--- src/hdl/htq_pkg.sv ---
package htq_pkg;

  // Sizes of the queue and of the item fields.
  localparam int CAPACITY = 32;
  localparam int SLOT_W   = 5;
  localparam int CNT_W    = 6;
  localparam int ID_SPACE = 256;
  localparam int ID_W     = 8;
  localparam int TIME_W   = 32;
  localparam int TMO_W    = 30;
  localparam int WAIT_W   = 31;
  localparam int MODE_W   = 3;
  localparam int KIND_W   = 3;

  localparam logic [TIME_W-1:0] WAIT_MAX   = TIME_W'(1073741823);
  localparam logic [WAIT_W-1:0] WAIT_EMPTY = '1;

  // Operation codes of an input item.
  localparam logic [MODE_W-1:0] MODE_SET   = 3'd0;
  localparam logic [MODE_W-1:0] MODE_FIRE  = 3'd1;
  localparam logic [MODE_W-1:0] MODE_TICK  = 3'd2;
  localparam logic [MODE_W-1:0] MODE_QUERY = 3'd3;
  localparam logic [MODE_W-1:0] MODE_CLEAR = 3'd4;

  // Result kinds.
  localparam logic [KIND_W-1:0] KIND_DONE     = 3'd0;
  localparam logic [KIND_W-1:0] KIND_EXPIRED  = 3'd1;
  localparam logic [KIND_W-1:0] KIND_FIRED    = 3'd2;
  localparam logic [KIND_W-1:0] KIND_NOTFOUND = 3'd3;
  localparam logic [KIND_W-1:0] KIND_FULL     = 3'd4;

  typedef struct packed {
    logic [ID_W-1:0]   id;
    logic [TIME_W-1:0] expiry;
  } heap_entry_t;

  localparam int ENTRY_W = $bits(heap_entry_t);

  typedef enum logic [3:0] {
    S_IDLE,
    S_SLOT,
    S_LAST_RD,
    S_DN,
    S_DN_L,
    S_DN_R,
    S_UP,
    S_UP_P,
    S_FIN,
    S_RQ,
    S_ROOT,
    S_EXP,
    S_FINAL
  } state_t;

endpackage

--- src/hdl/htq_if.sv ---
interface htq_in_if;
  import htq_pkg::*;
  logic                valid;
  logic                ready;
  logic [MODE_W-1:0]   mode;
  logic [ID_W-1:0]     timer_id;
  logic [TMO_W-1:0]    timeout_ms;

  modport source (output valid, mode, timer_id, timeout_ms, input ready);
  modport sink (input valid, mode, timer_id, timeout_ms, output ready);
endinterface

interface htq_out_if;
  import htq_pkg::*;
  logic                     valid;
  logic                     ready;
  logic [KIND_W-1:0]        kind;
  logic [ID_W-1:0]          result_id;
  logic signed [WAIT_W-1:0] wait_ms;
  logic                     last;

  modport source (output valid, kind, result_id, wait_ms, last, input ready);
  modport sink (input valid, kind, result_id, wait_ms, last, output ready);
endinterface

--- src/hdl/htq_ram.sv ---
module htq_ram #(
  parameter int WIDTH = 8,
  parameter int DEPTH = 32
) (
  input  logic                     clk,
  input  logic                     we,
  input  logic [$clog2(DEPTH)-1:0] waddr,
  input  logic [WIDTH-1:0]         wdata,
  input  logic [$clog2(DEPTH)-1:0] raddr,
  output logic [WIDTH-1:0]         rdata
);

  logic [WIDTH-1:0] mem [DEPTH];

  // One write port and one registered read port.
  always_ff @(posedge clk) begin
    if (we) begin
      mem[waddr] <= wdata;
    end
    rdata <= mem[raddr];
  end

endmodule

--- src/hdl/heap_timer_queue.sv ---
// Timer queue held as a binary min-heap of (id, expiry) with an id-to-slot map.
// Input channel in_ch carries mode, timer_id and timeout_ms; an item is taken
// when valid and ready are high at a clock edge. ready is high only while the
// block is idle, so one item is worked on at a time.
// Output channel out_ch carries kind, result_id, wait_ms and last. Each item
// gives zero or more expired results, then one final result with last set.
// A sift down reads each child in turn, then does the compare and the write
// back; where there is a single child, the compare and write back follow its
// read. A sift up reads the parent, then does the compare and the write back.
// A tick or query also removes each timer that has expired, one by one.
// The output is one register; when the receiver stalls, the block holds in
// its current step until that register is free, and the next input item may
// be accepted in the cycle after the final result is loaded, while it still waits.
// Reset clears the queue, the id map valid bits and the millisecond counter;
// it is ready for items as soon as reset is released.
module heap_timer_queue
  import htq_pkg::*;
(
  input  logic        clk,
  input  logic        rst,
  htq_in_if.sink      in_ch,
  htq_out_if.source   out_ch
);

  state_t state, state_next;

  logic [MODE_W-1:0]   op;
  logic [ID_W-1:0]     node_id;
  logic [TIME_W-1:0]   node_exp;
  logic [SLOT_W-1:0]   pos;
  logic [CNT_W-1:0]    n;
  logic                moved;
  heap_entry_t         left_r;
  logic [ID_W-1:0]     root_id;
  logic [CNT_W-1:0]    count;
  logic [TIME_W-1:0]   now;
  logic [ID_SPACE-1:0] id_valid;
  logic [KIND_W-1:0]   fin_kind;
  logic [ID_W-1:0]     fin_id;
  logic [WAIT_W-1:0]   fin_wait;

  logic                out_valid;
  logic [KIND_W-1:0]   out_kind;
  logic [ID_W-1:0]     out_id;
  logic [WAIT_W-1:0]   out_wait;
  logic                out_last;

  // Memory ports.
  logic                heap_we;
  logic [SLOT_W-1:0]   heap_waddr;
  heap_entry_t         heap_wdata;
  logic [SLOT_W-1:0]   heap_raddr;
  heap_entry_t         heap_rd;
  logic                slot_we;
  logic [ID_W-1:0]     slot_waddr;
  logic [SLOT_W-1:0]   slot_wdata;
  logic [SLOT_W-1:0]   slot_rd;

  htq_ram #(.WIDTH(ENTRY_W), .DEPTH(CAPACITY)) u_heap (
    .clk   (clk),
    .we    (heap_we),
    .waddr (heap_waddr),
    .wdata (heap_wdata),
    .raddr (heap_raddr),
    .rdata (heap_rd)
  );

  htq_ram #(.WIDTH(SLOT_W), .DEPTH(ID_SPACE)) u_slot (
    .clk   (clk),
    .we    (slot_we),
    .waddr (slot_waddr),
    .wdata (slot_wdata),
    .raddr (in_ch.timer_id),
    .rdata (slot_rd)
  );

  // Shared decisions of the handshakes, the sift steps and the expiry checks.
  logic                in_acc;
  logic                out_free;
  logic                out_load;
  logic [CNT_W-1:0]    left_idx;
  logic [CNT_W-1:0]    right_idx;
  logic                has_left;
  logic                has_right;
  logic [SLOT_W-1:0]   pos_m1;
  logic [SLOT_W-1:0]   parent;
  logic                use_right;
  heap_entry_t         cand;
  logic [SLOT_W-1:0]   cand_pos;
  logic                dn_swap;
  logic                up_swap;
  logic                expiring;
  logic                due;
  logic [CNT_W-1:0]    count_m1;
  logic [TIME_W-1:0]   diff;
  logic [WAIT_W-1:0]   wait_calc;
  logic                fire_move;

  assign in_ch.ready = (state == S_IDLE);
  assign in_acc      = in_ch.valid && in_ch.ready;
  assign out_free    = !out_valid || out_ch.ready;
  assign out_load    = ((state == S_EXP) || (state == S_FINAL)) && out_free;

  assign left_idx  = {pos, 1'b1};
  assign right_idx = left_idx + CNT_W'(1);
  assign has_left  = left_idx < n;
  assign has_right = right_idx < n;
  assign pos_m1    = pos - SLOT_W'(1);
  assign parent    = {1'b0, pos_m1[SLOT_W-1:1]};
  assign count_m1  = count - CNT_W'(1);

  always_comb begin
    use_right = (state == S_DN_R) && (heap_rd.expiry < left_r.expiry);
    if (state == S_DN_R) begin
      cand     = use_right ? heap_rd : left_r;
      cand_pos = use_right ? right_idx[SLOT_W-1:0] : left_idx[SLOT_W-1:0];
    end else begin
      cand     = heap_rd;
      cand_pos = left_idx[SLOT_W-1:0];
    end
  end

  assign dn_swap   = cand.expiry < node_exp;
  assign up_swap   = node_exp < heap_rd.expiry;
  assign expiring  = (op == MODE_TICK) || (op == MODE_QUERY);
  assign due       = expiring && (count != '0) && (heap_rd.expiry <= now);
  assign fire_move = id_valid[node_id] && ({1'b0, slot_rd} < count_m1);

  // Wait until the head expires, from the root just read, clamped to WAIT_MAX; all ones when empty.
  always_comb begin
    diff = heap_rd.expiry - now;
    if (count == '0) begin
      wait_calc = WAIT_EMPTY;
    end else if (heap_rd.expiry <= now) begin
      wait_calc = '0;
    end else if (diff > WAIT_MAX) begin
      wait_calc = WAIT_MAX[WAIT_W-1:0];
    end else begin
      wait_calc = diff[WAIT_W-1:0];
    end
  end

  // Next state.
  always_comb begin
    state_next = state;
    case (state)
      S_IDLE: begin
        if (in_acc) begin
          if (in_ch.mode == MODE_SET || in_ch.mode == MODE_FIRE) begin
            state_next = S_SLOT;
          end else if (in_ch.mode == MODE_CLEAR) begin
            state_next = S_FINAL;
          end else begin
            state_next = S_ROOT;
          end
        end
      end
      S_SLOT: begin
        if (op == MODE_SET) begin
          if (id_valid[node_id]) begin
            state_next = S_DN;
          end else if (count == CNT_W'(CAPACITY)) begin
            state_next = S_FINAL;
          end else begin
            state_next = S_UP;
          end
        end else begin
          state_next = fire_move ? S_LAST_RD : S_FINAL;
        end
      end
      S_LAST_RD: state_next = S_DN;
      S_DN: begin
        if (has_left) begin
          state_next = S_DN_L;
        end else begin
          state_next = moved ? S_FIN : S_UP;
        end
      end
      S_DN_L: begin
        if (has_right) begin
          state_next = S_DN_R;
        end else if (dn_swap) begin
          state_next = S_DN;
        end else begin
          state_next = moved ? S_FIN : S_UP;
        end
      end
      S_DN_R: begin
        if (dn_swap) begin
          state_next = S_DN;
        end else begin
          state_next = moved ? S_FIN : S_UP;
        end
      end
      S_UP:   state_next = (pos == '0) ? S_FIN : S_UP_P;
      S_UP_P: state_next = up_swap ? S_UP : S_FIN;
      S_FIN:  state_next = (op == MODE_FIRE) ? S_FINAL : S_RQ;
      S_RQ:   state_next = S_ROOT;
      S_ROOT: state_next = due ? S_EXP : S_FINAL;
      S_EXP: begin
        if (out_free) begin
          state_next = (count_m1 != '0) ? S_LAST_RD : S_RQ;
        end
      end
      S_FINAL: begin
        if (out_free) begin
          state_next = S_IDLE;
        end
      end
      default: state_next = S_IDLE;
    endcase
  end

  // Memory controls.
  always_comb begin
    heap_we    = 1'b0;
    heap_waddr = pos;
    heap_wdata = cand;
    slot_we    = 1'b0;
    slot_waddr = cand.id;
    slot_wdata = pos;
    heap_raddr = '0;
    case (state)
      S_SLOT, S_EXP: heap_raddr = count_m1[SLOT_W-1:0];
      S_DN:          heap_raddr = left_idx[SLOT_W-1:0];
      S_DN_L: begin
        heap_raddr = right_idx[SLOT_W-1:0];
        if (!has_right && dn_swap) begin
          heap_we = 1'b1;
          slot_we = 1'b1;
        end
      end
      S_DN_R: begin
        if (dn_swap) begin
          heap_we = 1'b1;
          slot_we = 1'b1;
        end
      end
      S_UP: heap_raddr = parent;
      S_UP_P: begin
        if (up_swap) begin
          heap_we = 1'b1;
          slot_we = 1'b1;
        end
      end
      S_FIN: begin
        heap_we    = 1'b1;
        heap_wdata = '{id: node_id, expiry: node_exp};
        slot_we    = 1'b1;
        slot_waddr = node_id;
      end
      default: heap_raddr = '0;
    endcase
  end

  // Control and data registers.
  always_ff @(posedge clk) begin
    if (rst) begin
      state     <= S_IDLE;
      count     <= '0;
      now       <= '0;
      id_valid  <= '0;
      out_valid <= 1'b0;
    end else begin
      state <= state_next;
      // The output register is loaded when free, else emptied on acceptance.
      if (out_load) begin
        out_valid <= 1'b1;
      end else if (out_ch.ready) begin
        out_valid <= 1'b0;
      end
      case (state)
        S_IDLE: begin
          if (in_acc) begin
            op       <= in_ch.mode;
            node_id  <= in_ch.timer_id;
            node_exp <= now + TIME_W'(in_ch.timeout_ms);
            fin_id   <= '0;
            fin_wait <= (in_ch.mode == MODE_CLEAR) ? WAIT_EMPTY : '0;
            if (in_ch.mode == MODE_TICK) begin
              now <= now + TIME_W'(1);
            end
            if (in_ch.mode == MODE_CLEAR) begin
              id_valid <= '0;
              count    <= '0;
              fin_kind <= KIND_DONE;
            end
          end
        end
        S_SLOT: begin
          if (op == MODE_SET) begin
            if (id_valid[node_id]) begin
              pos   <= slot_rd;
              n     <= count;
              moved <= 1'b0;
            end else if (count == CNT_W'(CAPACITY)) begin
              fin_kind <= KIND_FULL;
            end else begin
              pos               <= count[SLOT_W-1:0];
              count             <= count + CNT_W'(1);
              id_valid[node_id] <= 1'b1;
            end
          end else if (!id_valid[node_id]) begin
            fin_kind <= KIND_NOTFOUND;
          end else begin
            fin_kind          <= KIND_FIRED;
            fin_id            <= node_id;
            id_valid[node_id] <= 1'b0;
            count             <= count_m1;
            n                 <= count_m1;
            pos               <= slot_rd;
          end
        end
        S_LAST_RD: begin
          node_id  <= heap_rd.id;
          node_exp <= heap_rd.expiry;
          moved    <= 1'b0;
        end
        S_DN_L: begin
          left_r <= heap_rd;
          if (!has_right && dn_swap) begin
            pos   <= cand_pos;
            moved <= 1'b1;
          end
        end
        S_DN_R: begin
          if (dn_swap) begin
            pos   <= cand_pos;
            moved <= 1'b1;
          end
        end
        S_UP_P: begin
          if (up_swap) begin
            pos <= parent;
          end
        end
        S_ROOT: begin
          root_id <= heap_rd.id;
          if (!due) begin
            fin_kind <= KIND_DONE;
            fin_id   <= '0;
            fin_wait <= wait_calc;
          end
        end
        S_EXP: begin
          if (out_free) begin
            out_kind          <= KIND_EXPIRED;
            out_id            <= root_id;
            out_wait          <= '0;
            out_last          <= 1'b0;
            id_valid[root_id] <= 1'b0;
            count             <= count_m1;
            n                 <= count_m1;
            pos               <= '0;
          end
        end
        S_FINAL: begin
          if (out_free) begin
            out_kind  <= fin_kind;
            out_id    <= fin_id;
            out_wait  <= fin_wait;
            out_last  <= 1'b1;
          end
        end
        default: begin
        end
      endcase
    end
  end

  assign out_ch.valid     = out_valid;
  assign out_ch.kind      = out_kind;
  assign out_ch.result_id = out_id;
  assign out_ch.wait_ms   = out_wait;
  assign out_ch.last      = out_last;

endmodule

--- src/flat_wrapper.sv ---
// flat-port wrapper written by rule: the top's interface ports become plain ports
module heap_timer_queue_flat import htq_pkg::*;
  (clk, rst, in_ch_valid, in_ch_mode, in_ch_timer_id, in_ch_timeout_ms, in_ch_ready, out_ch_valid, out_ch_kind, out_ch_result_id, out_ch_wait_ms, out_ch_last, out_ch_ready);
  htq_in_if in_ch_i ();
  htq_out_if out_ch_i ();
  input  logic clk;
  input  logic rst;
  input wire logic [$bits(in_ch_i.valid)-1:0] in_ch_valid;
  input wire logic [$bits(in_ch_i.mode)-1:0] in_ch_mode;
  input wire logic [$bits(in_ch_i.timer_id)-1:0] in_ch_timer_id;
  input wire logic [$bits(in_ch_i.timeout_ms)-1:0] in_ch_timeout_ms;
  output wire logic [$bits(in_ch_i.ready)-1:0] in_ch_ready;
  output wire logic [$bits(out_ch_i.valid)-1:0] out_ch_valid;
  output wire logic [$bits(out_ch_i.kind)-1:0] out_ch_kind;
  output wire logic [$bits(out_ch_i.result_id)-1:0] out_ch_result_id;
  output wire logic [$bits(out_ch_i.wait_ms)-1:0] out_ch_wait_ms;
  output wire logic [$bits(out_ch_i.last)-1:0] out_ch_last;
  input wire logic [$bits(out_ch_i.ready)-1:0] out_ch_ready;
  assign in_ch_i.valid = in_ch_valid;
  assign in_ch_i.mode = in_ch_mode;
  assign in_ch_i.timer_id = in_ch_timer_id;
  assign in_ch_i.timeout_ms = in_ch_timeout_ms;
  assign in_ch_ready = in_ch_i.ready;
  assign out_ch_valid = out_ch_i.valid;
  assign out_ch_kind = out_ch_i.kind;
  assign out_ch_result_id = out_ch_i.result_id;
  assign out_ch_wait_ms = out_ch_i.wait_ms;
  assign out_ch_last = out_ch_i.last;
  assign out_ch_i.ready = out_ch_ready;
  heap_timer_queue u_core (.clk(clk), .rst(rst), .in_ch(in_ch_i), .out_ch(out_ch_i));
endmodule
--- config.mk ---
export PLATFORM = sky130hd
export DESIGN_NAME = heap_timer_queue_flat
export DESIGN_NICKNAME = d
export VERILOG_FILES = /design/src/hdl/htq_pkg.sv /design/src/hdl/htq_if.sv /design/src/hdl/htq_ram.sv /design/src/hdl/heap_timer_queue.sv /design/src/flat_wrapper.sv
export SDC_FILE = /design/constraint.sdc
export NUM_CORES = 2
export LEC_CHECK = 0
export ABC_CLOCK_PERIOD_IN_PS = 13290
export BUFFER_PORTS_ARGS = -buffer_cell sky130_fd_sc_hd__buf_2
export CORE_MARGIN = 2
export CORE_UTILIZATION = 60
export CTS_BUF_LIST = sky130_fd_sc_hd__clkbuf_4 sky130_fd_sc_hd__clkbuf_8 sky130_fd_sc_hd__clkbuf_16
export CTS_CLUSTER_DIAMETER = 80
export CTS_CLUSTER_SIZE = 12
export DETAILED_ROUTE_END_ITERATION = 12
export PLACE_DENSITY = 0.76
export SLEW_MARGIN = 40
export SYNTH_ARGS = -nofsm -noshare
export SYNTH_HDL_FRONTEND = slang
export SYNTH_SLANG_ARGS = --single-unit
--- constraint.sdc ---
create_clock -name clk -period 13.29 [get_ports clk]
set_clock_uncertainty 0.1 [all_clocks]
set_input_delay 0.6645 -clock clk [delete_from_list [all_inputs] [get_ports clk]]
set_output_delay 0.6645 -clock clk [all_outputs]
set_load 0.01 [all_outputs]
; ---- Word-level counts from Yosys, hierarchy flattened
; Memory sizes are Yosys's and may differ from the RTL's. A register that Yosys moved wholly into a read port is not among the register bits.
; Index checks and enable logic that the tools add are counted.
[classes]
n_reduce_logical = 46
bitwise_logic = 6
n_eq_ne = 34
addsub = 7
order_cmp = 12
muxes = 109
[op_table]
columns = cell, count
row1 = $mux W256, 7
row2 = $pmux W256 S3, 1
row3 = $and A256 B256 Y256, 2
row4 = $not A256 Y256, 2
row5 = $or A256 B256 Y256, 1
row6 = $mux W31, 8
row7 = $pmux W31 S2, 2
row8 = $mux W40, 3
row9 = $lt A32 B32 Y1, 3
row10 = $mux W8, 8
row11 = $pmux W32 S2, 1
row12 = $mux W4, 15
row13 = $mux W6, 9
row14 = $pmux W4 S13, 1
row15 = $mux W5, 10
row16 = $mux W3, 11
row17 = $add A32 B1 Y32 const B, 1
row18 = $add A32 B30 Y32, 1
row19 = $gt A32 B30 Y1 const B, 1
row20 = $le A32 B32 Y1, 1
row21 = $mux W32, 1
row22 = $pmux W8 S2, 2
row23 = $sub A32 B32 Y32, 1
row24 = $pmux W5 S5, 1
row25 = other kinds (51), 121
[totals]
mem_bits_rw = 2560
memories = 2
regBits = 487
elab_cells = 237
output_inout_bits = 45
[memory_table]
columns = memory, depth, width, rd, rd_ports_with_merged_regs, write_ports, line
row1 = u_core.u_heap.mem, 32, 40, 1, 1, 1, htq_ram.sv:13  ; logic [WIDTH-1:0] mem [DEPTH];
row2 = u_core.u_slot.mem, 256, 5, 1, 1, 1, htq_ram.sv:13

; ---- Depth between registers and ports, before layout
[logic_depth]
depth_word = 10
ltp_mapped = 25
ltp_nobuf = 20

; ---- Hierarchy
; Synthesis repeated with hierarchy kept, for this count alone.
[hier_totals]
cells_unflattened = 9136
hier_area_um2 = 133230.3
[modules_own_cells]
columns = module, cells_per_inst, seq_area_each_um2, area_per_inst_um2, instances
row1 = htq_ram at u_core.u_heap, 2813, 39237.6, 50564.7, 1
row2 = htq_ram at u_core.u_slot, 2497, 38537.0, 50284.5, 1
row3 = heap_timer_queue, 3826, 11631.2, 32381.1, 1

; ---- Worst setup path after synthesis
; No wires, ideal clock.
[synth_path]
kind = register to register
startpoint = register u_core.pos[0] (netlist: u_core.heap_waddr[0])
endpoint = memory u_core.u_heap.mem[0][0] in the netlist's numbering, enable pin
required_time_ns = 12.748
setup_slack_ns = 4.705
stages_incl_launch_ff = 14
path_buffers = 2
period_less_slack_ns = 8.585
arrival_time_ns = 8.043
cell_sequence = edfxtp_1 inv_1 ha_1 ha_1 o21a_1 o21a_1 o21ai_0 nand2b_1 a211o_1 nand2_1 o211ai_1 clkbuf_1 clkbuf_1 nor2b_1
[synth_via]
elab_chain_len = 8
[synth_rtl]
columns = element, line
row1 = from (decl), heap_timer_queue.sv:30  ; logic [SLOT_W-1:0] pos;
row2 = from (signal assigned), heap_timer_queue.sv:293  ; pos <= slot_rd;
row3 = from (signal assigned), heap_timer_queue.sv:299  ; pos <= count[SLOT_W-1:0];
row4 = from (signal assigned), heap_timer_queue.sv:311  ; pos <= slot_rd;
row5 = $add A6 B1 Y6, heap_timer_queue.sv:105  ; assign right_idx = left_idx + CNT_W'(1);
row6 = $lt A6 B6 Y1, heap_timer_queue.sv:107  ; assign has_right = right_idx < n;
row7 = $logic_not A1 Y1, heap_timer_queue.sv:228  ; if (!has_right && dn_swap) begin
row8 = $logic_and A1 B1 Y1, heap_timer_queue.sv:228
row9 = $mux W1, heap_timer_queue.sv:228
row10 = $pmux W1 S4, heap_timer_queue.sv:223  ; case (state)
row11 = $mux W1, htq_ram.sv:17  ; if (we) begin
row12 = $mux W1 (implied by the code), htq_ram.sv:18  ; mem[waddr] <= wdata;
row13 = to (decl), htq_ram.sv:13
; Several ways; a longest one is shown, not always the timed one.

; ---- Worst setup path after layout
[layout_path]
startpoint = register u_core.u_heap.rdata[9], read port of u_core.u_heap.mem
endpoint = memory u_core.u_slot.mem[198][0] in the netlist's numbering, enable pin
[layout_via]
elab_chain_len = 10
elab_cells_between_ends = 14
classes_between = 3 x order compare / 9 x mux / 2 x reduce/logical
[layout_rtl]
columns = element, line
row1 = from (decl), htq_ram.sv:10  ; output logic [WIDTH-1:0] rdata
row2 = $lt A32 B32 Y1, heap_timer_queue.sv:113  ; use_right = (state == S_DN_R) && (heap_rd.expiry < left_r.expiry);
row3 = $logic_and A1 B1 Y1, heap_timer_queue.sv:113
row4 = $mux W40, heap_timer_queue.sv:115  ; cand = use_right ? heap_rd : left_r;
row5 = $mux W40, heap_timer_queue.sv:114  ; if (state == S_DN_R) begin
row6 = $lt A32 B32 Y1, heap_timer_queue.sv:123  ; assign dn_swap = cand.expiry < node_exp;
row7 = $logic_and A1 B1 Y1, heap_timer_queue.sv:228
row8 = $mux W1, heap_timer_queue.sv:228
row9 = $pmux W1 S4, heap_timer_queue.sv:223
row10 = $mux W1, htq_ram.sv:17
row11 = $mux W1 (implied by the code), htq_ram.sv:18
row12 = to (decl), htq_ram.sv:13
; Several ways; a longest one is shown, not always the timed one.

==> run metrics <==
Initial Util 60.5%; Top Ports 90; ys async rst share 0%; setup bufs post-CTS 0; fin. max-slew vios 0; fin cells 12400; Top Layer Used met5; startpoint types flop; Post-Syn Area 0.133 mm2; Max Cap Viol 0; worst hold path type in2reg; Metal-1 WL 137000 um; vias in the first global route 82800; TritonCTS buffer count 309; Primary FF master, synth edfxtp_1; clk sinks 3092; Crit Path Category reg2reg; CTS tree done; sequential area share after synthesis 67.2%; Crit. End Element flop; final setup margin 5.55 ns; Clock Pin Slew Worst Setup and Hold Paths 0.07 ns; Worst-Skew Late Latency 0.97 ns; detail-routed via count per cell 6.91; Fin. Hold Viols 0; largest net degree at the start of global routing 186; syn avg cell area 14.0 um2; post-synthesis cell count 9501; TritonRoute pass-1 iters 12; Setup WS pre-CTS 5.65 ns; GRT Overall Usage 32.0%; Final setup viols 0; Synth Register Bits 3092; final total power 29500 uW; total number of yosys warnings 0; Worst Hold Launch in_ch_timer_id[7]; routed wl met3 37800 um; distinct cell type count after synthesis 81; nets@finish 9552; Post-synth EDFFs 2748; Worst EP required 13.79 ns; worst hold stages 3; Max-slew headroom 35.7%; first-pass GRT wire length 537000 um; Pleak 0.0467 uW; placed cells 12000; final worst-path cycle share 58.2%; Die Wd 475 um; Fmax 129 MHz; pwr/cell area 203 mW/mm2; cell depth of the worst flop-to-flop path 21; Syn Nets 9729; critical path data arrival time 8.24 ns; Critical R2R Launch u_core.u_heap.rdata[9]; setup total negative slack 0 ns; Post-DRT Antenna Nets 0; DRT Wirelength 363000 um; die span in y 475 um; worst reg2reg path endpoint u_core.u_slot.mem[198][0]; internal reg-to-reg setup slack 5.55 ns; CTS H-Tree Depth 5; core area 0.220 mm2; Root Driver clkbuf_16; Max FO, Critical Path 57; GR Overflow Total 0; Die Area 0.225 mm2; worst hold endpoint u_core.node_id[7]; outcome finished clean; WL/cell 29.4 um; GPL Wtd Cong 0.924; worst slew pin tran 0.962 ns; Area Growth Syn to Fin 9.28%; row count 172; Final HPWL DP 204000 um; DRC viols 0; Worst VDD drop 200 uV; port bufs 89; Max Buffers Root-to-Sink 4; DR iter-0 viols 12600; metal2 WL 173000 um; DR vias 85500; initial antenna violation count 18; Final min period 7.74 ns; RSZ-0062 raised after global routing false; share of layout cells above drive strength 1 13.6%
-- what timing repair did --
item,CTS,global route
hold buffers,3,0
resized for setup,0,0
hold endpoints to repair,3,0
-- cells in the final DEF, fill, tap and decap left out, types with 15 or more instances in the layout --
master and instances:
a211oi_1 456, a21o_1 79, a21oi_1 259, a311oi_1 163
a31oi_1 164, and2_1 333, and3_1 55, and3_4 31
buf_12 26, buf_16 15, buf_2 84, buf_4 99
buf_6 15, clkbuf_16 317, clkbuf_4 68, dfxtp_1 344
edfxtp_1 2748, ha_1 181, inv_1 173, mux2_2 45
mux2i_1 24, mux4_2 486, nand2_1 849, nand2_2 18
nand2b_1 32, nand3_1 577, nand4_1 25, nor2_1 413
nor2b_1 35, nor3_1 33, o21a_1 18, o21ai_0 886
xnor2_1 66, xor2_1 34
-- state kept, by name, summed over array words and instances, names as in the netlist, 3 cells and up --
register                 cells
u_core.node_id               8
u_core.out_ch.wait_ms       31
u_core.fin_id                8
u_core.out_ch.kind           3
u_core.u_slot.mem         1280
u_core.out_ch.result_id      8
u_core.heap_waddr            5
u_core.root_id               8
u_core.op                    3
u_core.id_valid            256
u_core.u_heap.rdata         40
u_core.u_heap.mem         1280
u_core.now                  32
u_core.fin_kind              3
u_core.node_exp             32
u_core.n                     6
u_core.left_r               40
u_core.state                 4
u_core.count                 6
u_core.fin_wait             31
u_core.u_slot.rdata          5
-- critical path, cell delays in order, from the launching register on --
cell and delay, ns:
dfxtp_1 0.38, ha_1 0.34, o21ai_0 0.09, a2111oi_0 0.59, o31ai_1 0.20, a211oi_1 0.53
o211ai_1 0.18, buf_4 0.34, o21ai_0 0.31, ha_1 0.30, a21oi_1 0.16, o21ai_0 0.10
o41ai_1 0.47, nand4_1 0.22, nor2_1 0.13, mux2_2 0.18, o211ai_1 0.22, o211ai_1 0.29
buf_4 0.52, nand3_1 0.77, buf_4 0.50, nor2_1 0.41
-- metal layers --
layer,up-vias,track usage (%)
met5,-,0
met4,12,13.1
met3,951,5.95
met2,5670,50.8
met1,42700,44.0
li1,36200,-
-- stage by stage --
stage / hold WS (ns) / cell area, um2 / util [%]
after global placement: 0.347 / 136000 / 61.7
after detailed placement: 0.353 / 136000 / 62.0
after floorplan: 0.336 / 133000 / -
final: 0.0658 / 145000 / 66.1
after global routing: 0.0637 / 145000 / 66.1
after CTS: 0.0235 / 145000 / 65.9
-- power by group --
group	switching (uW)	leakage [uW]	internal [uW]	total, uW
clock network	3470	0.00431	4450	7920
registers	263	0.0275	12100	12300
logic	6660	0.0148	2560	9220
total	10400	0.0467	19100	29500
-- final cells by class --
type	instances	area, um2
sequential	3092	89400
clock inverter	10	139
clock buffer	388	8480
tap	2958	3700
fill	14700	74600
antenna	9	22.5
inverter	174	658
timing repair buffer	249	2390
multi-input combinational	5498	40500
-- cell families after synthesis --
family | count (synthesis) | synth area share (%)
adder cells (fa/ha/maj) | 183 | 1.73
buffers and inverters | 911 | 2.64
AND/OR/NAND/NOR | 2499 | 8.86
AO/OA/AOI/OAI | 2161 | 10.1
XOR/XNOR | 100 | 0.659
multiplexers | 555 | 8.79
flip-flops | 3092 | 67.2
-- how the worst max path moves through the flow --
stage | endpoint | cells past startpoint | startpoint | slack (ns)
after global placement | u_core.u_slot.mem[230][4] | 21 | u_core.u_heap.rdata[10] | 5.88
after CTS | u_core.u_slot.mem[230][0] | 21 | u_core.u_heap.rdata[10] | 5.63
after global routing | u_core.u_slot.mem[198][0] | 21 | u_core.u_heap.rdata[10] | 5.01
after floorplan | u_core.u_heap.mem[0][0] | 13 | u_core.heap_waddr[0] | 4.70
final | u_core.u_slot.mem[198][0] | 21 | u_core.u_heap.rdata[9] | 5.55
after detailed placement | u_core.u_slot.mem[134][2] | 21 | u_core.u_heap.rdata[11] | 5.65
-- cell usage after synthesis (all sizes together), types with 173 or more instances --
library cell / count / area share (%)
o21ai: 896 / 3.4
nand2: 867 / 2.5
mux4: 486 / 8.2
nor2: 419 / 1.2
a21oi: 270 / 1.0
clkbuf: 659 / 1.9
inv: 173 / 0.49
nand3: 584 / 2.2
dfxtp: 344 / 5.2
a211oi: 457 / 2.6
edfxtp: 2748 / 62
and2: 335 / 1.6
ha: 181 / 1.7
Note: power is estimated with default switching activity, not from simulation.
